===== config.mk =====
export PLATFORM = sky130hd
export DESIGN_NAME = sliding_window_flood_limiter_top_flat
export DESIGN_NICKNAME = d
export VERILOG_FILES = /design/src/rtl/swfl_pkg.sv /design/src/rtl/swfl_if.sv /design/src/rtl/sliding_window_flood_limiter_top.sv /design/src/flat_wrapper.sv
export SDC_FILE = /design/constraint.sdc
export NUM_CORES = 2
export LEC_CHECK = 0
export ABC_AREA = 1
export ABC_CLOCK_PERIOD_IN_PS = 6500
export BUFFER_PORTS_ARGS = -buffer_cell sky130_fd_sc_hd__buf_2
export CAP_MARGIN = 15
export CELL_PAD_IN_SITES_DETAIL_PLACEMENT = 1
export CELL_PAD_IN_SITES_GLOBAL_PLACEMENT = 1
export CORE_MARGIN = 3
export CORE_UTILIZATION = 47
export DETAILED_ROUTE_END_ITERATION = 8
export PLACE_DENSITY = 0.8
export SYNTH_ARGS = -nofsm -noshare
export SYNTH_HDL_FRONTEND = slang
export SYNTH_SLANG_ARGS = --single-unit

===== constraint.sdc =====
create_clock -name clk -period 6.5 [get_ports clk]
set_input_delay 1.3 -clock clk [delete_from_list [all_inputs] [get_ports clk]]
set_output_delay 1.3 -clock clk [all_outputs]
set_load 0.02 [all_outputs]

===== src/rtl/swfl_pkg.sv =====
// Shared types and constants of the sliding window flood limiter.
package swfl_pkg;

	localparam int unsigned RING_DEPTH_DEF = 32;

	localparam int unsigned LIMIT_W   = 6;
	localparam int unsigned WINDOW_W  = 20;
	localparam int unsigned PENALTY_W = 20;
	localparam int unsigned TIME_W    = 32;
	localparam int unsigned LEFT_W    = 20;
	localparam int unsigned CFG_ADDR_W = 4;
	localparam int unsigned CFG_DATA_W = 32;

	localparam logic [WINDOW_W-1:0]  WINDOW_RST  = 20'd4000;
	localparam logic [PENALTY_W-1:0] PENALTY_RST = 20'd10000;

	typedef enum logic [1:0] {
		CAUSE_OK    = 2'd0,
		CAUSE_LOCK  = 2'd1,
		CAUSE_FLOOD = 2'd2
	} cause_t;

	typedef enum logic [1:0] {
		REG_GENERAL_LIMIT = 2'd0,
		REG_TEAM_LIMIT    = 2'd1,
		REG_WINDOW        = 2'd2,
		REG_PENALTY       = 2'd3
	} reg_idx_t;

endpackage


===== src/rtl/swfl_if.sv =====
// Event and verdict channel interfaces of the sliding window flood limiter.
interface swfl_evt_if;
	import swfl_pkg::*;
	logic              valid;
	logic              ready;
	logic              mode;
	logic [TIME_W-1:0] now_ms;

	modport source (output valid, mode, now_ms, input ready);
	modport sink (input valid, mode, now_ms, output ready);
endinterface

interface swfl_res_if;
	import swfl_pkg::*;
	logic              valid;
	logic              ready;
	logic              blocked;
	cause_t            cause;
	logic [LEFT_W-1:0] lock_left_ms;

	modport source (output valid, blocked, cause, lock_left_ms, input ready);
	modport sink (input valid, blocked, cause, lock_left_ms, output ready);
endinterface


===== src/rtl/sliding_window_flood_limiter_top.sv =====
// Sliding window flood limiter: per-source message rate limiter with lockout.
//
// Each word on evt carries a message class (mode: 0 general, 1 team) and the
// current time in milliseconds. For every accepted word exactly one verdict
// word leaves on res: blocked, cause (accepted, lockout active, flood now)
// and the remaining lockout time. Both channels use valid/ready.
// The APB port holds the limits, the window and the penalty; write it only
// while no word is in flight.
// An accepted word waits in the working stage; its verdict is registered in the
// output register as it leaves. Throughput is one word per cycle while res is not
// stalled: the stamp ring is a memory read at accept time on two ports (the slot for
// the current head and for the head one step ahead), so the verdict of the word in
// front only picks between the two and never waits on a memory access.
// When res stalls, the verdict waits in the output register and one more
// word is taken into the working stage, then evt.ready drops.
// Reset clears the heads, the lockout and the fill counts of both rings at
// once; a slot not yet written reads as empty, so no clearing pass is run.
module sliding_window_flood_limiter_top #(
	parameter int unsigned RING_DEPTH = swfl_pkg::RING_DEPTH_DEF
) (
	input  logic                            clk,
	input  logic                            arst_n,
	swfl_evt_if.sink                        evt,
	swfl_res_if.source                      res,
	input  logic                            psel,
	input  logic                            penable,
	input  logic                            pwrite,
	input  logic [swfl_pkg::CFG_ADDR_W-1:0] paddr,
	input  logic [swfl_pkg::CFG_DATA_W-1:0] pwdata,
	output logic [swfl_pkg::CFG_DATA_W-1:0] prdata,
	output logic                            pready
);
	import swfl_pkg::*;

	localparam int unsigned IDX_W  = $clog2(RING_DEPTH);
	localparam int unsigned FILL_W = $clog2(RING_DEPTH + 1);
	localparam int unsigned CALC_W = (IDX_W + 2 > LIMIT_W + 1) ? IDX_W + 2 : LIMIT_W + 1;
	localparam int unsigned MEM_DEPTH = 2 ** (IDX_W + 1);
	localparam logic [CALC_W-1:0] DEPTH_C  = CALC_W'(RING_DEPTH);
	localparam logic [CALC_W-1:0] ONE_C    = CALC_W'(1);
	localparam logic [IDX_W-1:0]  LAST_IDX = IDX_W'(RING_DEPTH - 1);
	localparam logic [FILL_W-1:0] DEPTH_F  = FILL_W'(RING_DEPTH);

	// Configuration registers
	logic [LIMIT_W-1:0]   gen_limit_q;
	logic [LIMIT_W-1:0]   team_limit_q;
	logic [WINDOW_W-1:0]  window_q;
	logic [PENALTY_W-1:0] penalty_q;
	reg_idx_t             cfg_idx;

	assign cfg_idx = reg_idx_t'(paddr[CFG_ADDR_W-1:2]);
	assign pready  = 1'b1;

	always_ff @(posedge clk or negedge arst_n) begin
		if (!arst_n) begin
			gen_limit_q  <= '0;
			team_limit_q <= '0;
			window_q     <= WINDOW_RST;
			penalty_q    <= PENALTY_RST;
		end else if (psel && penable && pwrite) begin
			unique case (cfg_idx)
				REG_GENERAL_LIMIT: gen_limit_q  <= pwdata[LIMIT_W-1:0];
				REG_TEAM_LIMIT:    team_limit_q <= pwdata[LIMIT_W-1:0];
				REG_WINDOW:        window_q     <= pwdata[WINDOW_W-1:0];
				REG_PENALTY:       penalty_q    <= pwdata[PENALTY_W-1:0];
				default:           ;
			endcase
		end
	end

	always_comb begin
		unique case (cfg_idx)
			REG_GENERAL_LIMIT: prdata = CFG_DATA_W'(gen_limit_q);
			REG_TEAM_LIMIT:    prdata = CFG_DATA_W'(team_limit_q);
			REG_WINDOW:        prdata = CFG_DATA_W'(window_q);
			REG_PENALTY:       prdata = CFG_DATA_W'(penalty_q);
			default:           prdata = '0;
		endcase
	end

	// Ring state: both rings share one memory, the class bit on top of the address.
	logic [TIME_W-1:0] stamp_mem [MEM_DEPTH];
	logic [IDX_W-1:0]  head_q [2];
	logic [FILL_W-1:0] fill_q [2];
	logic [TIME_W-1:0] lock_q;

	// Working stage
	logic              s1_valid_q;
	logic              mode_s1;
	logic [TIME_W-1:0] now_s1;
	logic [TIME_W-1:0] rd_a_s1;
	logic [TIME_W-1:0] rd_b_s1;
	logic [IDX_W-1:0]  idx_s1;
	logic              take_b_s1;
	logic              byp_s1;
	logic [TIME_W-1:0] byp_now_s1;

	// Output register
	logic              res_valid_q;
	logic              blocked_q;
	cause_t            cause_q;
	logic [LEFT_W-1:0] left_q;

	logic s1_adv;
	logic s1_accept;
	logic evt_fire;

	assign s1_adv   = s1_valid_q && (!res_valid_q || res.ready);
	assign evt.ready = !s1_valid_q || s1_adv;
	assign evt_fire = evt.valid && evt.ready;

	// Read addresses for the incoming word
	logic [LIMIT_W-1:0] evt_limit;
	logic [CALC_W-1:0]  evt_lim;
	logic [IDX_W-1:0]   evt_head;
	logic [CALC_W-1:0]  addr_sum;
	logic [IDX_W-1:0]   addr_a;
	logic [IDX_W-1:0]   addr_b;
	logic               take_b;
	logic               bypass;

	always_comb begin
		evt_limit = evt.mode ? team_limit_q : gen_limit_q;
		if (CALC_W'(evt_limit) > DEPTH_C) begin
			evt_lim = DEPTH_C;
		end else if (evt_limit == '0) begin
			evt_lim = ONE_C;
		end else begin
			evt_lim = CALC_W'(evt_limit);
		end
		evt_head = evt.mode ? head_q[1] : head_q[0];
		addr_sum = CALC_W'(evt_head) + DEPTH_C - evt_lim + ONE_C;
		if (addr_sum >= DEPTH_C) begin
			addr_a = IDX_W'(addr_sum - DEPTH_C);
		end else begin
			addr_a = IDX_W'(addr_sum);
		end
		addr_b = (addr_a == LAST_IDX) ? '0 : addr_a + IDX_W'(1);
		// The word in front records into the same ring at this edge: its head moves on.
		take_b = s1_valid_q && s1_adv && s1_accept && (mode_s1 == evt.mode);
		// With a limit of one the slot to read is the one being written right now.
		bypass = take_b && (evt_lim == ONE_C);
	end

	always_ff @(posedge clk or negedge arst_n) begin
		if (!arst_n) begin
			s1_valid_q <= 1'b0;
		end else if (evt_fire) begin
			s1_valid_q <= 1'b1;
		end else if (s1_adv) begin
			s1_valid_q <= 1'b0;
		end
	end

	// Verdict of the word in the working stage
	logic              lock_applies;
	logic              locked;
	logic              flood;
	logic [LIMIT_W-1:0] s1_limit;
	logic [TIME_W-1:0] stamp;
	logic [FILL_W-1:0] fill_sel;
	logic              slot_ok;
	logic [TIME_W:0]   win_end;
	logic [TIME_W:0]   lock_end_w;
	logic [TIME_W-1:0] lock_end;
	logic [TIME_W-1:0] left_diff;
	logic [IDX_W-1:0]  cur_head;
	logic [IDX_W-1:0]  head_next;

	always_comb begin
		s1_limit     = mode_s1 ? team_limit_q : gen_limit_q;
		lock_applies = !mode_s1 || (team_limit_q != '0);
		locked       = lock_applies && (now_s1 < lock_q);
		if (byp_s1) begin
			stamp = byp_now_s1;
		end else if (take_b_s1) begin
			stamp = rd_b_s1;
		end else begin
			stamp = rd_a_s1;
		end
		fill_sel = mode_s1 ? fill_q[1] : fill_q[0];
		slot_ok  = (fill_sel == DEPTH_F) || ((idx_s1 != '0) && (FILL_W'(idx_s1) <= fill_sel));
		win_end  = {1'b0, stamp} + (TIME_W + 1)'(window_q);
		flood    = (s1_limit != '0) && (penalty_q != '0) && slot_ok && (stamp != '0) &&
			(stamp <= now_s1) && ({1'b0, now_s1} < win_end);
		lock_end_w = {1'b0, now_s1} + (TIME_W + 1)'(penalty_q);
		lock_end   = lock_end_w[TIME_W] ? '1 : lock_end_w[TIME_W-1:0];
		left_diff  = (locked ? lock_q : lock_end) - now_s1;
		s1_accept  = !locked && !flood;
		cur_head   = mode_s1 ? head_q[1] : head_q[0];
		head_next  = (cur_head == LAST_IDX) ? '0 : cur_head + IDX_W'(1);
	end

	// Memory and working-stage payload
	always_ff @(posedge clk) begin
		if (s1_adv && s1_accept) begin
			stamp_mem[{mode_s1, head_next}] <= now_s1;
		end
		if (evt_fire) begin
			mode_s1    <= evt.mode;
			now_s1     <= evt.now_ms;
			rd_a_s1    <= stamp_mem[{evt.mode, addr_a}];
			rd_b_s1    <= stamp_mem[{evt.mode, addr_b}];
			idx_s1     <= take_b ? addr_b : addr_a;
			take_b_s1  <= take_b;
			byp_s1     <= bypass;
			byp_now_s1 <= now_s1;
		end
	end

	// State update as the word leaves the working stage
	always_ff @(posedge clk or negedge arst_n) begin
		if (!arst_n) begin
			head_q[0] <= '0;
			head_q[1] <= '0;
			fill_q[0] <= '0;
			fill_q[1] <= '0;
			lock_q    <= '0;
		end else if (s1_adv) begin
			if (flood && !locked) begin
				lock_q <= lock_end;
			end
			if (s1_accept) begin
				head_q[mode_s1] <= head_next;
				if (fill_sel != DEPTH_F) begin
					fill_q[mode_s1] <= fill_sel + FILL_W'(1);
				end
			end
		end
	end

	always_ff @(posedge clk or negedge arst_n) begin
		if (!arst_n) begin
			res_valid_q <= 1'b0;
		end else if (s1_adv) begin
			res_valid_q <= 1'b1;
		end else if (res.ready) begin
			res_valid_q <= 1'b0;
		end
	end

	always_ff @(posedge clk) begin
		if (s1_adv) begin
			blocked_q <= !s1_accept;
			if (locked) begin
				cause_q <= CAUSE_LOCK;
			end else if (flood) begin
				cause_q <= CAUSE_FLOOD;
			end else begin
				cause_q <= CAUSE_OK;
			end
			left_q <= s1_accept ? '0 : left_diff[LEFT_W-1:0];
		end
	end

	assign res.valid        = res_valid_q;
	assign res.blocked      = blocked_q;
	assign res.cause        = cause_q;
	assign res.lock_left_ms = left_q;

	// Checks
	a_fill_bound: assert property (@(posedge clk) disable iff (!arst_n)
		(fill_q[0] <= DEPTH_F) && (fill_q[1] <= DEPTH_F))
		else $error("ring fill count beyond ring depth");

	a_s1_hold: assert property (@(posedge clk) disable iff (!arst_n)
		(s1_valid_q && !s1_adv) |=> (s1_valid_q && $stable(now_s1) && $stable(mode_s1)))
		else $error("stalled word lost from working stage");

	a_verdict_consistent: assert property (@(posedge clk) disable iff (!arst_n)
		res.valid |-> ((res.blocked == (res.cause != CAUSE_OK)) &&
			(res.blocked || (res.lock_left_ms == '0))))
		else $error("verdict fields disagree");

	a_flood_locks: assert property (@(posedge clk) disable iff (!arst_n)
		(s1_adv && flood && !locked) |=> (lock_q == $past(lock_end)))
		else $error("flood did not set the lockout");

endmodule


===== src/flat_wrapper.sv =====
// flat-port wrapper written by rule: the top's interface ports become plain ports
module sliding_window_flood_limiter_top_flat import swfl_pkg::*;
#(
	parameter int unsigned RING_DEPTH = swfl_pkg::RING_DEPTH_DEF
)
  (clk, arst_n, psel, penable, pwrite, paddr, pwdata, prdata, pready, evt_valid, evt_mode, evt_now_ms, evt_ready, res_valid, res_blocked, res_cause, res_lock_left_ms, res_ready);
  swfl_evt_if evt_i ();
  swfl_res_if res_i ();
  input  logic clk;
  input  logic arst_n;
  input  logic psel;
  input  logic penable;
  input  logic pwrite;
  input  logic [swfl_pkg::CFG_ADDR_W-1:0] paddr;
  input  logic [swfl_pkg::CFG_DATA_W-1:0] pwdata;
  output logic [swfl_pkg::CFG_DATA_W-1:0] prdata;
  output logic pready;
  input wire logic [$bits(evt_i.valid)-1:0] evt_valid;
  input wire logic [$bits(evt_i.mode)-1:0] evt_mode;
  input wire logic [$bits(evt_i.now_ms)-1:0] evt_now_ms;
  output wire logic [$bits(evt_i.ready)-1:0] evt_ready;
  output wire logic [$bits(res_i.valid)-1:0] res_valid;
  output wire logic [$bits(res_i.blocked)-1:0] res_blocked;
  output wire logic [$bits(res_i.cause)-1:0] res_cause;
  output wire logic [$bits(res_i.lock_left_ms)-1:0] res_lock_left_ms;
  input wire logic [$bits(res_i.ready)-1:0] res_ready;
  assign evt_i.valid = evt_valid;
  assign evt_i.mode = evt_mode;
  assign evt_i.now_ms = evt_now_ms;
  assign evt_ready = evt_i.ready;
  assign res_valid = res_i.valid;
  assign res_blocked = res_i.blocked;
  assign res_cause = res_i.cause;
  assign res_lock_left_ms = res_i.lock_left_ms;
  assign res_i.ready = res_ready;
  sliding_window_flood_limiter_top #(.RING_DEPTH(RING_DEPTH)) u_core (.clk(clk), .arst_n(arst_n), .evt(evt_i), .res(res_i), .psel(psel), .penable(penable), .pwrite(pwrite), .paddr(paddr), .pwdata(pwdata), .prdata(prdata), .pready(pready));
endmodule

==> results.txt <==
Routed Antenna Nets = 0
detailed-router iteration count before antenna repair = 8
Slew Limit Fails = 0
pin count of the biggest net entering global routing = 190
met3 WL = 53200 um
worst clock skew = 67.6 ps
Worst-Skew Late Latency = 950 ps
Max Used Layer = met5
fmax = 160 MHz
Req. time, crit path = 7100 ps
Netlist Area Pre-Place = 0.117 sq mm
Die Area = 0.255 sq mm
number of buffers and inverters on the critical path = 6
most common cell in the netlist = edfxtp_1
port bufs = 106
drc violations = 0
Synth Flop Type = edfxtp_1
flops & latches, synth = 2315
Area contributors post-synth = edfxtp_1, o21ai_0, a21oi_1
largest family of logic cells by synthesized area = compound AO/OA/AOI/OAI gates
Reg2Reg Launch Point = u_core.take_b_s1$_DFFE_PP_
initial DRC count = 14700
vias per cell = 6.68
Final GP Congestion = 0.933
first-pass GRT wire length = 696000 um
hold bufs inserted after CTS = 0
post-synthesis mux area share = 0
run status = complete, no violations
I/O pins = 134
relative slew slack = 0.241
Finish-stage setup viols = 0
class of the most critical setup path = flop to flop
sequential fraction of the synthesis area = 0.589
Cells after Synth = 12000
Area growth syn-to-layout = 14.3%
Distinct cells, synth = 58
Critical Path End Type = flop
CTS tree = yes
initial antenna violation count = 22
Synth area leader = edfxtp_1
Worst setup SP type = flop
Period minus WS final = 6260 ps
Rows = 182
Die X = 505 um
R2R cell count = 31
Die H = 505 um
Min-Delay Path Class = primary input to async pin
final wirelength = 482000 um
CTS H-tree lvls = 5
Tightest Pin Transition = 1140 ps
GRT Overall Usage = 0.363
DR WL met2 = 222000 um
CTS Buffer Depth = 4
share of post-route cells with drive strength above 1 = 0.0996
most used cell, CP = nand2_1
Starting Density = 0.475
CP max stage delay = 540 ps
Yosys warning count = 0
number of global-route vias before repair = 107000
CTS sink count = 2315
Avg Cell Area, Syn = 9.74 sq um
final hold vios = 0
post-synthesis xor/xnor area fraction = 0.00523
Std-Cell Core Area = 0.247 sq mm
Post-synth EDFFs = 2207
Slowest-stage cell, CP = edfxtp_1
worst reg2reg endpoint = u_core.stamp_mem[40][30]$_DFFE_PP_
final net count = 12300
post-synth top area share = 0.566
number of fill cells in the layout = 26900
final global-route overflow total = 0
drt wl/cell = 31.0 um
Final period util = 0.963
Post-synth top cells = edfxtp_1, o21ai_0, a21oi_1, inv_1, nand3_1
R2R setup slack = 240 ps
CP delay by family, top = simple AND/OR/NAND/NOR gates
CP arrival = 6860 ps
Hold Worst Slack = 412 ps
ys async rst share = 0.0467
CTS root buffer = clkbuf_16
Synth Area in Compound Gates = 0.216
M1 WL = 177000 um
Detail Placement HPWL = 295000 um
simple-gate portion of the synthesized area = 0.102
Vias = 104000
max_cap viols = 0
CTS buffer count = 277
clock-pin slew on the worst setup and hold paths = 60 ps
post-synthesis adder-cell area fraction = 0.0189
Crit Path Max Fanout = 13
through the flow:
stage / util / setup TNS (ps) / instance area, sq um / std cells / setup slack (ps)
2_1_floorplan: - / 0 / 117000 / 12000 / 401
3_3_place_gp: 0.507 / -311330 / 125000 / 15100 / -326
3_5_place_dp: 0.507 / -420210 / 125000 / 15100 / -405
4_1_cts: 0.541 / 0 / 133000 / 15500 / 30.8
5_1_grt: 0.542 / -1230 / 134000 / 15600 / -30.0
6_report: 0.542 / 0 / 134000 / 15600 / 243
layout make-up:
class	instances	area [sq um]	area share
Sequential cell	2315	69000	0.515
Tap cell	3312	4140	0.0309
Inverter	1137	4350	0.0325
Multi-Input combinational cell	7637	40900	0.305
Clock buffer	357	7470	0.0558
Timing Repair Buffer	711	7430	0.0555
Clock inverter	94	652	0.00487
Antenna cell	6	15.0	0.000112
flip-flops by register name, summed over array words and instances (netlist names), 12 cells and up:
name and cells:
u_core.byp_now_s1 32, u_core.penalty_q 20, u_core.rd_a_s1 32, u_core.rd_b_s1 32, u_core.lock_q 32, u_core.fill_q 12, u_core.window_q 20, u_core.res.lock_left_ms 20
u_core.stamp_mem 2048, u_core.now_s1 32
logic make-up after synthesis:
| kind of cell | after synthesis |
|---|---|
| buffers and inverters | 2084 |
| and+or+nand+nor | 2730 |
| DFF | 2315 |
| AOI/OAI and AO/OA | 4649 |
| other | 2 |
| xor gates and xnor gates | 70 |
| adders and majority gates | 175 |
layout by cell type (no fill, tap or decap), types with 68 or more instances in the layout:
cell type and count:
buf_4 414, nand3_1 1027, edfxtp_1 2207, o211ai_1 618
nand2_1 968, nor2_1 458, dfrtp_1 97, clkbuf_16 292
ha_1 167, a31oi_1 68, inv_1 1116, a21oi_1 1641
o21ai_0 2124, nor3_1 123, buf_12 174, buf_2 104
how the worst max path moves through the flow:
stage | slack [ps] | endpoint | cells past startpoint | start
after floorplan | 400 | u_core.rd_b_s1[3]$_DFFE_PP_ | 27 | evt_mode
after global placement | -330 | u_core.stamp_mem[41][3]$_DFFE_PP_ | 34 | u_core.byp_s1$_DFFE_PP_
after detailed placement | -400 | u_core.stamp_mem[41][7]$_DFFE_PP_ | 34 | u_core.byp_s1$_DFFE_PP_
after CTS | 30 | u_core.stamp_mem[19][25]$_DFFE_PP_ | 35 | u_core.take_b_s1$_DFFE_PP_
after global routing | -30 | u_core.stamp_mem[32][10]$_DFFE_PP_ | 36 | u_core.take_b_s1$_DFFE_PP_
final | 240 | u_core.stamp_mem[40][30]$_DFFE_PP_ | 31 | u_core.take_b_s1$_DFFE_PP_
layer usage:
metal  GRT usage  vias to the layer above
li1            -                    43600
met1       0.463                    51800
met2       0.578                     6894
met3      0.0744                     1727
met4       0.204                       16
met5           0                        -
repair_timing:
action | CTS | global route
resized for setup | 16 | 33
pin swaps | 3 | 6
endpoints found under the setup margin | 2051 | 2092
buffers inserted | 5 | 10
cloned | 0 | 9
Power is not shown: default switching activity piles up to over one toggle a cycle in this logic, so the estimate is an artifact.
